--- src/hdl/key_autorepeat_controller_macros.svh ---
// assertion macros for the key autorepeat controller
`ifndef KEY_AUTOREPEAT_CONTROLLER_MACROS_SVH
`define KEY_AUTOREPEAT_CONTROLLER_MACROS_SVH

`ifndef SYNTHESIS
`define KAC_ASSERT(label, clk, rst_n, prop) \
  label: assert property (@(posedge clk) disable iff (!rst_n) prop) \
    else $error("key autorepeat controller check failed");
`define KAC_ASSERT_ALWAYS(label, clk, prop) \
  label: assert property (@(posedge clk) prop) \
    else $error("key autorepeat controller check failed");
`else
`define KAC_ASSERT(label, clk, rst_n, prop)
`define KAC_ASSERT_ALWAYS(label, clk, prop)
`endif

`endif

--- src/hdl/kac_pkg.sv ---
package kac_pkg;

  localparam int DELAY_W  = 13;
  localparam int PERIOD_W = 11;
  localparam int CODE_W   = 16;
  localparam int KEY_W    = 4;
  localparam int SRC_W    = 5;
  localparam int VAL_W    = 3;
  localparam int REP_W    = 4;
  localparam int CFG_IDX_W = 1;

  localparam int RAMP_COUNT    = 8;
  localparam int MIN_PERIOD_MS = 25;

  localparam logic [DELAY_W-1:0]  DELAY_RESET  = 13'd350;
  localparam logic [PERIOD_W-1:0] PERIOD_RESET = 11'd90;

  localparam logic [CFG_IDX_W-1:0] CFG_DELAY  = 1'd0;
  localparam logic [CFG_IDX_W-1:0] CFG_PERIOD = 1'd1;

  localparam logic [1:0] REQ_KEY  = 2'd0;
  localparam logic [1:0] REQ_AXIS = 2'd1;
  localparam logic [1:0] REQ_LOST = 2'd2;
  localparam logic [1:0] REQ_TICK = 2'd3;

  localparam logic [CODE_W-1:0] HAT_X = 16'h0010;
  localparam logic [CODE_W-1:0] HAT_Y = 16'h0011;

  localparam logic [KEY_W-1:0] KEY_NONE  = 4'd0;
  localparam logic [KEY_W-1:0] DIR_UP    = 4'd1;
  localparam logic [KEY_W-1:0] DIR_DOWN  = 4'd2;
  localparam logic [KEY_W-1:0] DIR_LEFT  = 4'd3;
  localparam logic [KEY_W-1:0] DIR_RIGHT = 4'd4;

  localparam logic signed [VAL_W-1:0] VAL_RELEASE = 3'sd0;
  localparam logic signed [VAL_W-1:0] VAL_PRESS   = 3'sd1;
  localparam logic signed [VAL_W-1:0] VAL_REPEAT  = 3'sd2;

  localparam logic signed [SRC_W-1:0] SRC_NONE = -5'sd1;

  typedef struct packed {
    logic [1:0]              req_type;
    logic [CODE_W-1:0]       event_code;
    logic signed [VAL_W-1:0] event_value;
    logic signed [SRC_W-1:0] source_id;
    logic [KEY_W-1:0]        mapped_key;
    logic                    is_quit_key;
  } item_t;

  typedef struct packed {
    logic [KEY_W-1:0] key_out;
    logic             quit_request;
  } result_t;

  function automatic logic is_direction(input logic [KEY_W-1:0] k);
    return (k >= DIR_UP) && (k <= DIR_RIGHT);
  endfunction

endpackage

--- src/hdl/kac_in_stage.sv ---
module kac_in_stage (
  input  logic           clk,
  input  logic           rst_n,
  input  logic           in_valid,
  output logic           in_ready,
  input  kac_pkg::item_t in_item,
  input  logic           down_free,
  output logic           stage_fire,
  output kac_pkg::item_t stage_item
);

  logic           in_v_r;
  logic           in_v_nxt;
  kac_pkg::item_t item_r;

  assign in_ready   = !in_v_r || down_free;
  assign stage_fire = in_v_r && down_free;
  assign stage_item = item_r;
  assign in_v_nxt   = in_ready ? in_valid : in_v_r;

  always_ff @(posedge clk) begin
    if (!rst_n) begin
      in_v_r <= 1'b0;
    end else begin
      in_v_r <= in_v_nxt;
    end
  end

  always_ff @(posedge clk) begin
    if (in_valid && in_ready) begin
      item_r <= in_item;
    end
  end

endmodule

--- src/hdl/kac_engine.sv ---
`include "key_autorepeat_controller_macros.svh"

module kac_engine #(
  parameter int RAMP_COUNT    = kac_pkg::RAMP_COUNT,
  parameter int MIN_PERIOD_MS = kac_pkg::MIN_PERIOD_MS
) (
  input  logic                                  clk,
  input  logic                                  rst_n,
  input  logic                                  cfg_we,
  input  logic [kac_pkg::CFG_IDX_W-1:0]         cfg_index,
  input  logic [kac_pkg::DELAY_W-1:0]           cfg_wdata,
  input  logic                                  fire,
  input  kac_pkg::item_t                        item,
  output logic                                  res_valid,
  output kac_pkg::result_t                      res
);

  logic [kac_pkg::DELAY_W-1:0]    delay_r;
  logic [kac_pkg::PERIOD_W-1:0]   period_r;

  logic [kac_pkg::KEY_W-1:0]      held_key_r, held_key_nxt;
  logic                           held_axis_r, held_axis_nxt;
  logic [kac_pkg::CODE_W-1:0]     held_code_r, held_code_nxt;
  logic signed [kac_pkg::SRC_W-1:0] held_src_r, held_src_nxt;
  logic [kac_pkg::REP_W-1:0]      reps_r, reps_nxt;
  logic [kac_pkg::DELAY_W-1:0]    ms_r, ms_nxt;

  logic                           drop;
  logic [kac_pkg::KEY_W-1:0]      new_key;
  logic                           held;
  logic                           code_match;
  logic [kac_pkg::DELAY_W-1:0]    ms_dec;
  logic [kac_pkg::REP_W-1:0]      reps_inc;
  logic [kac_pkg::PERIOD_W-1:0]   half_period;
  logic [kac_pkg::PERIOD_W-1:0]   fast_floor;
  logic [kac_pkg::PERIOD_W-1:0]   fast_period;
  logic [kac_pkg::DELAY_W-1:0]    reload;

  assign held        = (held_key_r != kac_pkg::KEY_NONE);
  assign code_match  = held && (held_code_r == item.event_code);
  assign ms_dec      = ms_r - kac_pkg::DELAY_W'(1);
  assign reps_inc    = (reps_r < kac_pkg::REP_W'(RAMP_COUNT)) ?
                       reps_r + kac_pkg::REP_W'(1) : reps_r;
  assign half_period = period_r >> 1;
  assign fast_floor  = (half_period < kac_pkg::PERIOD_W'(MIN_PERIOD_MS)) ?
                       kac_pkg::PERIOD_W'(MIN_PERIOD_MS) : half_period;
  assign fast_period = (fast_floor > period_r) ? period_r : fast_floor;

  always_comb begin
    if (delay_r == '0) begin
      reload = '0;
    end else if (reps_inc < kac_pkg::REP_W'(RAMP_COUNT)) begin
      reload = kac_pkg::DELAY_W'(period_r);
    end else begin
      reload = kac_pkg::DELAY_W'(fast_period);
    end
  end

  always_comb begin
    held_key_nxt  = held_key_r;
    held_axis_nxt = held_axis_r;
    held_code_nxt = held_code_r;
    held_src_nxt  = held_src_r;
    reps_nxt      = reps_r;
    ms_nxt        = ms_r;
    drop          = 1'b0;
    new_key       = kac_pkg::KEY_NONE;
    res_valid     = 1'b0;
    res           = '0;
    unique case (item.req_type)
      kac_pkg::REQ_KEY: begin
        if (item.event_value == kac_pkg::VAL_RELEASE) begin
          drop = code_match && !held_axis_r;
        end else if (item.event_value == kac_pkg::VAL_PRESS && item.is_quit_key) begin
          res_valid        = 1'b1;
          res.quit_request = 1'b1;
        end else if (item.event_value == kac_pkg::VAL_PRESS ||
                     item.event_value == kac_pkg::VAL_REPEAT) begin
          if (!(item.event_value == kac_pkg::VAL_REPEAT &&
                kac_pkg::is_direction(item.mapped_key))) begin
            new_key = item.mapped_key;
          end
        end
      end
      kac_pkg::REQ_AXIS: begin
        if (item.event_value == kac_pkg::VAL_RELEASE) begin
          drop = code_match && held_axis_r;
        end else if (item.event_code == kac_pkg::HAT_X) begin
          new_key = item.event_value[kac_pkg::VAL_W-1] ?
                    kac_pkg::DIR_LEFT : kac_pkg::DIR_RIGHT;
        end else if (item.event_code == kac_pkg::HAT_Y) begin
          new_key = item.event_value[kac_pkg::VAL_W-1] ?
                    kac_pkg::DIR_UP : kac_pkg::DIR_DOWN;
        end
      end
      kac_pkg::REQ_LOST: begin
        drop = !item.source_id[kac_pkg::SRC_W-1] && (held_src_r == item.source_id);
      end
      kac_pkg::REQ_TICK: begin
        if (held && ms_r != '0) begin
          if (ms_dec != '0) begin
            ms_nxt = ms_dec;
          end else begin
            reps_nxt    = reps_inc;
            ms_nxt      = reload;
            res_valid   = 1'b1;
            res.key_out = held_key_r;
          end
        end
      end
      default: begin
      end
    endcase
    if (new_key != kac_pkg::KEY_NONE) begin
      res_valid   = 1'b1;
      res.key_out = new_key;
      if (kac_pkg::is_direction(new_key) && delay_r != '0) begin
        held_key_nxt  = new_key;
        held_axis_nxt = (item.req_type == kac_pkg::REQ_AXIS);
        held_code_nxt = item.event_code;
        held_src_nxt  = item.source_id;
        reps_nxt      = '0;
        ms_nxt        = delay_r;
      end else begin
        drop = 1'b1;
      end
    end
    if (drop) begin
      held_key_nxt  = kac_pkg::KEY_NONE;
      held_axis_nxt = 1'b0;
      held_code_nxt = '0;
      held_src_nxt  = kac_pkg::SRC_NONE;
      reps_nxt      = '0;
      ms_nxt        = '0;
    end
  end

  always_ff @(posedge clk) begin
    if (!rst_n) begin
      delay_r  <= kac_pkg::DELAY_RESET;
      period_r <= kac_pkg::PERIOD_RESET;
    end else if (cfg_we) begin
      unique case (cfg_index)
        kac_pkg::CFG_DELAY:  delay_r  <= cfg_wdata;
        kac_pkg::CFG_PERIOD: period_r <= cfg_wdata[kac_pkg::PERIOD_W-1:0];
        default: begin
        end
      endcase
    end
  end

  always_ff @(posedge clk) begin
    if (!rst_n) begin
      held_key_r  <= kac_pkg::KEY_NONE;
      held_axis_r <= 1'b0;
      held_code_r <= '0;
      held_src_r  <= kac_pkg::SRC_NONE;
      reps_r      <= '0;
      ms_r        <= '0;
    end else if (fire) begin
      held_key_r  <= held_key_nxt;
      held_axis_r <= held_axis_nxt;
      held_code_r <= held_code_nxt;
      held_src_r  <= held_src_nxt;
      reps_r      <= reps_nxt;
      ms_r        <= ms_nxt;
    end
  end

  // nothing held means the whole hold record sits at its idle value
  `KAC_ASSERT(a_idle_hold_clean, clk, rst_n, !held |-> (ms_r == '0 && reps_r == '0 && held_src_r == kac_pkg::SRC_NONE && !held_axis_r && held_code_r == '0))
  `KAC_ASSERT(a_held_is_direction, clk, rst_n, held |-> kac_pkg::is_direction(held_key_r))
  `KAC_ASSERT(a_ramp_saturates, clk, rst_n, reps_r <= kac_pkg::REP_W'(RAMP_COUNT))
  // state only moves when a beat is consumed
  `KAC_ASSERT(a_state_holds_when_idle, clk, rst_n, !fire |=> ($stable(held_key_r) && $stable(ms_r) && $stable(reps_r)))

endmodule

--- src/hdl/kac_out_reg.sv ---
`include "key_autorepeat_controller_macros.svh"

module kac_out_reg (
  input  logic             clk,
  input  logic             rst_n,
  input  logic             load,
  input  kac_pkg::result_t load_res,
  output logic             down_free,
  output logic             out_valid,
  input  logic             out_ready,
  output kac_pkg::result_t out_res
);

  logic             out_v_r;
  logic             out_v_nxt;
  kac_pkg::result_t res_r;

  assign down_free = !out_v_r || out_ready;
  assign out_valid = out_v_r;
  assign out_res   = res_r;
  assign out_v_nxt = load ? 1'b1 : (out_ready ? 1'b0 : out_v_r);

  always_ff @(posedge clk) begin
    if (!rst_n) begin
      out_v_r <= 1'b0;
    end else begin
      out_v_r <= out_v_nxt;
    end
  end

  always_ff @(posedge clk) begin
    if (load) begin
      res_r <= load_res;
    end
  end

  // a quit beat never carries a key
  `KAC_ASSERT(a_quit_has_no_key, clk, rst_n, (out_v_r && res_r.quit_request) |-> (res_r.key_out == kac_pkg::KEY_NONE))

endmodule

--- src/hdl/key_autorepeat_controller.sv ---
// key autorepeat controller
// input channel (in_valid/in_ready): one beat per key event, hat-axis move,
// device-lost notice or 1 ms tick; the type sits on in_req_type.
// output channel (out_valid/out_ready): zero or one beat per input beat,
// carrying a key for the UI or a quit request, in input order.
// config port: cfg_we with cfg_index 0 writes the initial delay, index 1 the
// repeat period; write only while no beat is in flight.
// an accepted beat is captured in the input register; once the output register
// is free, its result is loaded there and held until out_ready takes it.
// throughput: one beat per cycle while the output register is free or being
// drained; the hold/timer update between the input and output registers is combinational.
// when out_ready stays low the finished result holds in the output register
// and one more beat may wait in the input register; in_ready then drops.
// reset (rst_n low, synchronous) empties both registers, drops any hold,
// disarms the timer and loads delay 350 ms and period 90 ms.
module key_autorepeat_controller #(
  parameter int RAMP_COUNT    = kac_pkg::RAMP_COUNT,
  parameter int MIN_PERIOD_MS = kac_pkg::MIN_PERIOD_MS
) (
  input  logic                                clk,
  input  logic                                rst_n,
  input  logic                                in_valid,
  output logic                                in_ready,
  input  logic [1:0]                          in_req_type,
  input  logic [kac_pkg::CODE_W-1:0]          in_event_code,
  input  logic signed [kac_pkg::VAL_W-1:0]    in_event_value,
  input  logic signed [kac_pkg::SRC_W-1:0]    in_source_id,
  input  logic [kac_pkg::KEY_W-1:0]           in_mapped_key,
  input  logic                                in_is_quit_key,
  output logic                                out_valid,
  input  logic                                out_ready,
  output logic [kac_pkg::KEY_W-1:0]           out_key_out,
  output logic                                out_quit_request,
  input  logic                                cfg_we,
  input  logic [kac_pkg::CFG_IDX_W-1:0]       cfg_index,
  input  logic [kac_pkg::DELAY_W-1:0]         cfg_wdata
);

  kac_pkg::item_t   in_item;
  kac_pkg::item_t   stage_item;
  kac_pkg::result_t eng_res;
  kac_pkg::result_t out_res;
  logic             stage_fire;
  logic             down_free;
  logic             eng_res_valid;

  assign in_item.req_type    = in_req_type;
  assign in_item.event_code  = in_event_code;
  assign in_item.event_value = in_event_value;
  assign in_item.source_id   = in_source_id;
  assign in_item.mapped_key  = in_mapped_key;
  assign in_item.is_quit_key = in_is_quit_key;

  kac_in_stage u_in_stage (
    .clk        (clk),
    .rst_n      (rst_n),
    .in_valid   (in_valid),
    .in_ready   (in_ready),
    .in_item    (in_item),
    .down_free  (down_free),
    .stage_fire (stage_fire),
    .stage_item (stage_item)
  );

  kac_engine #(
    .RAMP_COUNT    (RAMP_COUNT),
    .MIN_PERIOD_MS (MIN_PERIOD_MS)
  ) u_engine (
    .clk       (clk),
    .rst_n     (rst_n),
    .cfg_we    (cfg_we),
    .cfg_index (cfg_index),
    .cfg_wdata (cfg_wdata),
    .fire      (stage_fire),
    .item      (stage_item),
    .res_valid (eng_res_valid),
    .res       (eng_res)
  );

  kac_out_reg u_out_reg (
    .clk       (clk),
    .rst_n     (rst_n),
    .load      (stage_fire && eng_res_valid),
    .load_res  (eng_res),
    .down_free (down_free),
    .out_valid (out_valid),
    .out_ready (out_ready),
    .out_res   (out_res)
  );

  assign out_key_out      = out_res.key_out;
  assign out_quit_request = out_res.quit_request;

endmodule

--- config.mk ---
export PLATFORM = sky130hd
export DESIGN_NAME = key_autorepeat_controller
export DESIGN_NICKNAME = d
export VERILOG_FILES = /design/src/hdl/kac_pkg.sv /design/src/hdl/kac_in_stage.sv /design/src/hdl/kac_engine.sv /design/src/hdl/kac_out_reg.sv /design/src/hdl/key_autorepeat_controller.sv
export VERILOG_INCLUDE_DIRS = /design/src /design/src/hdl
export SDC_FILE = /design/constraint.sdc
export NUM_CORES = 1
export LEC_CHECK = 0
export ABC_AREA = 0
export BUFFER_PORTS_ARGS = -buffer_cell sky130_fd_sc_hd__buf_2
export CAP_MARGIN = 20
export CORE_MARGIN = 1
export CORE_UTILIZATION = 60
export CTS_BUF_LIST = sky130_fd_sc_hd__clkbuf_16
export DETAILED_ROUTE_END_ITERATION = 7
export GPL_ROUTABILITY_DRIVEN = 0
export PLACE_DENSITY = 0.79
export SYNTH_ARGS = -nofsm -noshare
export SYNTH_HDL_FRONTEND = slang
export SYNTH_HIERARCHICAL = 1
export SYNTH_SLANG_ARGS = --single-unit
export TNS_END_PERCENT = 50
--- constraint.sdc ---
create_clock -name clk -period 9.9 [get_ports clk]
set_clock_uncertainty 0.2 [all_clocks]
set_input_delay 0.495 -clock clk [delete_from_list [all_inputs] [get_ports clk]]
set_output_delay 0.495 -clock clk [all_outputs]
set_load 0.02 [all_outputs]
* Word-level counts from Yosys, hierarchy flattened
Index checks and enable logic that the tools add are counted.
** Operators by class
- $add $sub $neg :: 2
- Magnitude comparators :: 8
- Equality and inequality tests :: 9
- Mux-type cells :: 56
- Bitwise logic cells :: 1
- Reductions and logical operators :: 34
** Operators by type and width (number)
- 2-to-1 mux 4 bit :: 21
- 2-to-1 mux 13 bit :: 6
- 2-to-1 mux 16 bit :: 3
- nonzero test 13 bit :: 3
- 2-to-1 mux 11 bit :: 3
- equality test 16 x 5 -> 1 bit (second input constant) :: 2
- equality test 16 bit :: 1
- 2-to-1 mux 5 bit :: 3
- 2-to-1 mux 1 bit :: 14
- logical AND 1 bit :: 13
- logical NOT 13 bit :: 1
- subtractor 13 x 1 -> 13 bit (second input constant) :: 1
- greater-than comparator 11 bit :: 1
- < comparator 10 x 5 -> 1 bit (second input constant) :: 1
- 2-to-1 mux 10 bit :: 1
- >= comparator 4 x 1 -> 1 bit (second input constant) :: 2
- <= comparator 4 x 3 -> 1 bit (second input constant) :: 2
- < comparator 4 bit (second input constant) :: 2
- case mux 4 bit (2 select lines) :: 1
- nonzero test 4 bit :: 2
- nonzero test 2 bit :: 3
- equality test 5 bit :: 1
- adder 4 x 1 -> 4 bit (second input constant) :: 1
- equality test 2 bit (second input constant) :: 2
- 14 further kinds :: 20
** Storage, ports and cells
- Register bits after elaboration :: 105
- Output and inout port bits :: 7

* Logic depth before layout (Yosys ltp)
- Depth in word-level cells :: 15
- Depth in mapped cells :: 13

* By module
Netlist, hierarchy kept.
** By module, submodules not included
- kac_engine :: instances 1, cells each 510, area an instance 4222.8 um^2, sequential area each 1341.3 um^2
- kac_in_stage :: instances 1, cells each 37, area an instance 996.0 um^2, sequential area each 950.9 um^2
- kac_out_reg :: instances 1, cells each 9, area an instance 198.9 um^2, sequential area each 170.2 um^2
- key_autorepeat_controller :: instances 1, cells each 1, area an instance 6.3 um^2, sequential area each 0.0 um^2

* Worst setup path before layout
No wires, ideal clock.
- Kind :: register -> register
- Start :: register u_engine/period_r[10] (netlist bit)
- End :: register u_engine/ms_r[5] (netlist bit)
- Setup time :: 0.079 ns
- Arrival time :: 3.474 ns
- Required time :: 9.621 ns
- Path slack :: 6.147 ns
- Stages on the path, launching flop included :: 13
- Buffers on the path :: 0
- Clock period less this slack :: 3.753 ns
- Path through :: dfxtp_1 inv_1 ha_1 nor4b_1 a21oi_1 ha_1 a21o_1 a221oi_1 or4b_2 a21oi_1 a21oi_1 o221a_2 o211ai_1
** On the way
- Cells in the longest elaborated chain, start to end :: 12
** RTL lines
- from (decl) :: RTL line kac_engine.sv:19 : logic [kac_pkg::PERIOD_W-1:0] period_r;
- from (signal assigned) :: RTL line kac_engine.sv:141 : period_r <= kac_pkg::PERIOD_RESET;
- from (signal assigned) :: RTL line kac_engine.sv:145 : kac_pkg::CFG_PERIOD: period_r <= cfg_wdata[kac_pkg::PERIOD_W-1:0];
- < comparator 10 x 5 -> 1 bit :: RTL line kac_engine.sv:45 : assign fast_floor = (half_period < kac_pkg::PERIOD_W'(MIN_PERIOD_MS)) ?
- 2-to-1 mux 10 bit :: RTL line kac_engine.sv:45
- greater-than comparator 11 bit :: RTL line kac_engine.sv:47 : assign fast_period = (fast_floor > period_r) ? period_r : fast_floor;
- 2-to-1 mux 11 bit (*) :: RTL line kac_engine.sv:47
- 2-to-1 mux 11 bit (*) :: RTL line kac_engine.sv:52 : end else if (reps_inc < kac_pkg::REP_W'(RAMP_COUNT)) begin
- 2-to-1 mux 11 bit (*) :: RTL line kac_engine.sv:50 : if (delay_r == '0) begin
- 2-to-1 mux 13 bit (*) :: RTL line kac_engine.sv:101 : if (ms_dec != '0) begin
- 2-to-1 mux 13 bit (*) :: RTL line kac_engine.sv:100 : if (held && ms_r != '0) begin
- 2-to-1 mux 13 bit (*) :: RTL line kac_engine.sv:70 : unique case (item.req_type)
- 2-to-1 mux 13 bit :: RTL line kac_engine.sv:117 : if (kac_pkg::is_direction(new_key) && delay_r != '0) begin
- 2-to-1 mux 13 bit (*) :: RTL line kac_engine.sv:114 : if (new_key != kac_pkg::KEY_NONE) begin
- 2-to-1 mux 13 bit (*) :: RTL line kac_engine.sv:128 : if (drop) begin
- to (signal assigned) :: RTL line kac_engine.sv:166 : ms_r <= ms_nxt;
- to (decl) :: RTL line kac_engine.sv:26 : logic [kac_pkg::DELAY_W-1:0] ms_r, ms_nxt;
Every way passes the cells marked *; elsewhere a longest branch is shown, timed or not.
A chain may end at the register's enable or synchronous reset.

* Final worst setup path
- Start :: register u_engine/period_r[10] (netlist bit)
- End :: register u_engine/ms_r[1] (netlist bit)
The elaborated chain is that of the path after synthesis.

==> summary.md <==
| Metric | Value |
|---|---|
| Hold Path Stages | 1 |
| RSZ-0062 raised after global routing | no |
| Finished Core Util | between 60% and 70% |
| Clock transition at path regs | ~0.080 ns |
| Ys flop type | dfxtp_1 |
| Hold path endpoint | u_in_stage/stage_item[10]$_DFFE_PP_ |
| TritonRoute pass-1 iters | 5 |
| Die Ht | about 97 µm |
| Core Rows | 34 |
| Post-synth EDFFs | 36 |
| Top cells by area, synth | dfxtp_1 25%, edfxtp_1 20%, nand2_1 5.3%, ha_1 4.6%, a22o_1 3.4% |
| Worst r2r src | u_engine/period_r[10]$_SDFFE_PN0P_ |
| Yosys top cell by area | dfxtp_1 |
| Final Net Count | 670 |
| H-tree depth | 3 |
| Vias per cell | 6.29 |
| Max Fclk | ~0.22 GHz |
| Worst setup EP type | flip-flop |
| Post-cts resize count | 0 |
| Critical-path maximum fanout | 9 |
| Initial antenna violation count | 0 |
| DP HPWL | around 8.8 mm |
| # clock sinks | around 110 |
| Async SR Flop Fraction | 0% |
| Power per Cell Area | about 150 mW/mm² |
| Synth Register Bits | between 100 and 150 |
| Final setup viols | 0 |
| Number of global-route vias before repair | around 4400 |
| R2R depth | 12 |
| Antenna Violating Nets Remaining | 0 |
| Post-Syn Area | between 0.005 and 0.006 mm² |
| Routed via count | between 4000 and 5000 |
| Antenna Cells | 0 |
| Post-synthesis cell type count | 72 |
| CTS Buffer Depth | 2 |
| Area Growth Syn to Fin | 11.2% |
| Worst setup SP type | flip-flop |
| Yosys top cell area share | 25.5% |
| Mapped Avg Cell Area | about 9.7 µm² |
| Sequential share of the synthesized area | 45.4% |
| Clock buffer count from CTS | 9 |
| Syn nets | approximately 630 |
| Reg2reg end | u_engine/ms_r[1]$_SDFFE_PN0P_ |
| Layout cell share with drive strength beyond 1 | about 17% |
| CP Data Arrival Time | around 4.5 ns |
| Critical path's most frequent cell | a21oi_1 |
| Wire per inst | 17.2 µm |
| Initial Util | between 60 and 70% |
| Setup TNS Final | 0 ns |
| First-pass GRT wire length | approximately 20 mm |
| Max-capacitance violation count | 0 |
| GR Overflow Total | 0 |
| Routed WL | 12.2 mm |
| Die X | 97.1 µm |
| Crit-path slowest cell | nor4b_1 |
| Top Family by Delay on Critical Path | compound AO/OA/AOI/OAI gates |
| Hold Violations, Final | 0 |
| CP peak stage delay | 0.79 ns |
| Hold WC Path Type | in2reg |
| Worst R2R Setup Slack | between 5 and 6 ns |
| Crit path time final | approximately 4.5 ns |
| Leakage Power | approximately 2.4 nW |
| Worst skew pair latency | about 0.34 ns |
| DRC | 0 |
| Core area | 0.00872 mm² |
| Critical path class | reg2reg |
| Warnings, synthesis | 6 |
| CTS tree | done |
| PortBufs | 56 |
| Slew headroom | between 20 and 30% |
| Status | finished, final reports clean |
| Final Slew Violations | 0 |
| Worst-Margin Slew | 1.10 ns |
| Largest net degree at the start of global routing | 42 |
| Final period util | between 40% and 50% |
| Cells after Synth | 557 |
| Setup Fix Bufs, Post-CTS | 0 |
| Hold-fix buffers, CTS | 0 |
| Buf/Inv on CP | 1 |
| Gr usage total | between 20% and 30% |
| Peak VDD IR | around 0.12 mV |
| I/O pin total | 57 |
| HP Start | in_event_value[0] |
| Initial DRC Count | ~460 |
| Critical Path RT | 9.93 ns |
| CP Cell Sequence | inv_1 > ha_1 > nor4b_1 > a21oi_1 > ha_1 > a21oi_1 > a21oi_1 > o311ai_0 > a21oi_1 > mux2_2 > a31oi_1 > o21ai_0 |
| CTS Root Cell | clkbuf_16 |
| Die area | 0.00942 mm² |
[report_power, final]
| group | total, mW | internal, mW | switching, mW |
|---|---|---|---|
| Clock | 0.351 | 0.179 | 0.172 |
| Sequential | 0.476 | 0.460 | 0.0157 |
| Combinational | 0.0766 | 0.0314 | 0.0451 |
| Total | 0.903 | 0.670 | 0.233 |
[Yosys cell counts (9+ instances only)]
library cell	instances
inv_1	29
clkbuf_1	16
xnor2_1	20
o211ai_1	11
a21boi_0	16
edfxtp_1	36
ha_1	20
nand4_1	9
a22o_1	21
nand2_1	76
dfxtp_1	69
nor4_1	10
nor2_1	21
a21oi_1	23
nand3_1	14
o21ai_0	23
[placed cells by master (no fill, tap or decap), types with 4 or more instances in the layout]
cell type / instances
o211ai_1: 11
a21o_1: 5
or2_2: 4
nor4_1: 10
clkbuf_16: 9
edfxtp_1: 36
nor2_1: 21
nor3_1: 5
xnor2_1: 20
nand4_1: 9
ha_1: 20
buf_2: 56
a32o_1: 4
a21boi_0: 16
or3_1: 8
dfxtp_1: 69
inv_1: 29
o2111ai_1: 8
mux2i_1: 7
nand3_1: 14
nand2_1: 76
o211a_1: 5
a22oi_1: 5
and2_1: 5
o21ai_0: 23
a22o_1: 21
nand3b_1: 4
a21oi_1: 23
[worst register-to-register path, cell delays in order (launching register included)]
cell and delay, ns:
dfxtp_1 0.35, inv_1 0.15, ha_1 0.25, nor4b_1 0.79, a21oi_1 0.22, ha_1 0.41
a21oi_1 0.10, a21oi_1 0.19, o311ai_0 0.22, a21oi_1 0.77, mux2_2 0.43, a31oi_1 0.16
o21ai_0 0.10
[kinds of logic (layout without fill, tap and decap cells)]
| logic type | Yosys count | after routing | share of synthesized area, % |
|---|---|---|---|
| AOI/OAI and AO/OA | 158 | 158 | 22.1 |
| xor gates and xnor gates | 23 | 23 | 3.71 |
| adders and majority gates | 20 | 20 | 4.61 |
| buffers and inverters | 54 | 102 | 4.18 |
| DFF | 105 | 105 | 45.4 |
| muxes | 9 | 9 | 1.71 |
| and+or+nand+nor | 188 | 188 | 18.3 |
[through the flow]
stage	total power, mW	instances	setup WS, ns	instance area [µm²]	hold WS [ns]
4_1_cts	0.906	713	5.54	6030	0.116
3_5_place_dp	0.560	697	5.58	5730	0.270
2_1_floorplan	0.532	557	6.15	5420	0.244
6_report	0.903	713	5.43	6030	0.121
5_1_grt	0.936	713	5.22	6030	0.108
3_3_place_gp	0.556	697	5.79	5730	0.260
[registers in the layout, summed over array words and instances (netlist names)]
name / cells
u_in_stage/stage_item: 31
u_engine/held_code_r: 16
u_engine/delay_r: 13
u_engine/ms_r: 13
u_engine/period_r: 11
u_engine/held_src_r: 5
u_out_reg/out_res: 5
u_engine/held_key_r: 4
u_engine/reps_r: 4
u_engine/held_axis_r: 1
u_in_stage/in_v_r: 1
u_out_reg/out_valid: 1
[worst max path at each step]
| stage | endpoint | start | cells past startpoint | slack, ns |
|---|---|---|---|---|
| after floorplan | u_engine/ms_r[5]$_SDFFE_PN0P_ | u_engine/period_r[10]$_SDFFE_PN0P_ | 12 | 6.15 |
| after global placement | u_engine/ms_r[1]$_SDFFE_PN0P_ | u_engine/period_r[10]$_SDFFE_PN0P_ | 12 | 5.79 |
| after CTS | u_engine/ms_r[0]$_SDFFE_PN0P_ | u_engine/period_r[10]$_SDFFE_PN0P_ | 12 | 5.54 |
| after detailed placement | u_engine/ms_r[1]$_SDFFE_PN0P_ | u_engine/period_r[10]$_SDFFE_PN0P_ | 12 | 5.58 |
| final | u_engine/ms_r[1]$_SDFFE_PN0P_ | u_engine/period_r[10]$_SDFFE_PN0P_ | 12 | 5.43 |
| after global routing | u_engine/ms_r[1]$_SDFFE_PN0P_ | u_engine/period_r[10]$_SDFFE_PN0P_ | 12 | 5.22 |
[final cells by class]
| type | instances | area [µm²] |
|---|---|---|
| Sequential cell | 105 | 2460 |
| Inverter | 29 | 109 |
| Fill cell | 656 | 2690 |
| Tap cell | 108 | 135 |
| Clock inverter | 7 | 76.3 |
| Clock buffer | 9 | 225 |
| Timing Repair Buffer | 57 | 288 |
| Multi-Input combinational cell | 398 | 2740 |
[layer usage]
layer | routed length (µm) | part of all wire, % | GRT usage, % | vias up
met5 | 0 | 0 | 0 | -
met4 | 164 | 1.3 | 8.27 | 0
met3 | 878 | 7.2 | 5.25 | 22
met2 | 5650 | 46 | 42.2 | 184
met1 | 5560 | 45 | 37.0 | 2114
li1 | - | - | - | 2162
(Power assumes the default switching activity.)
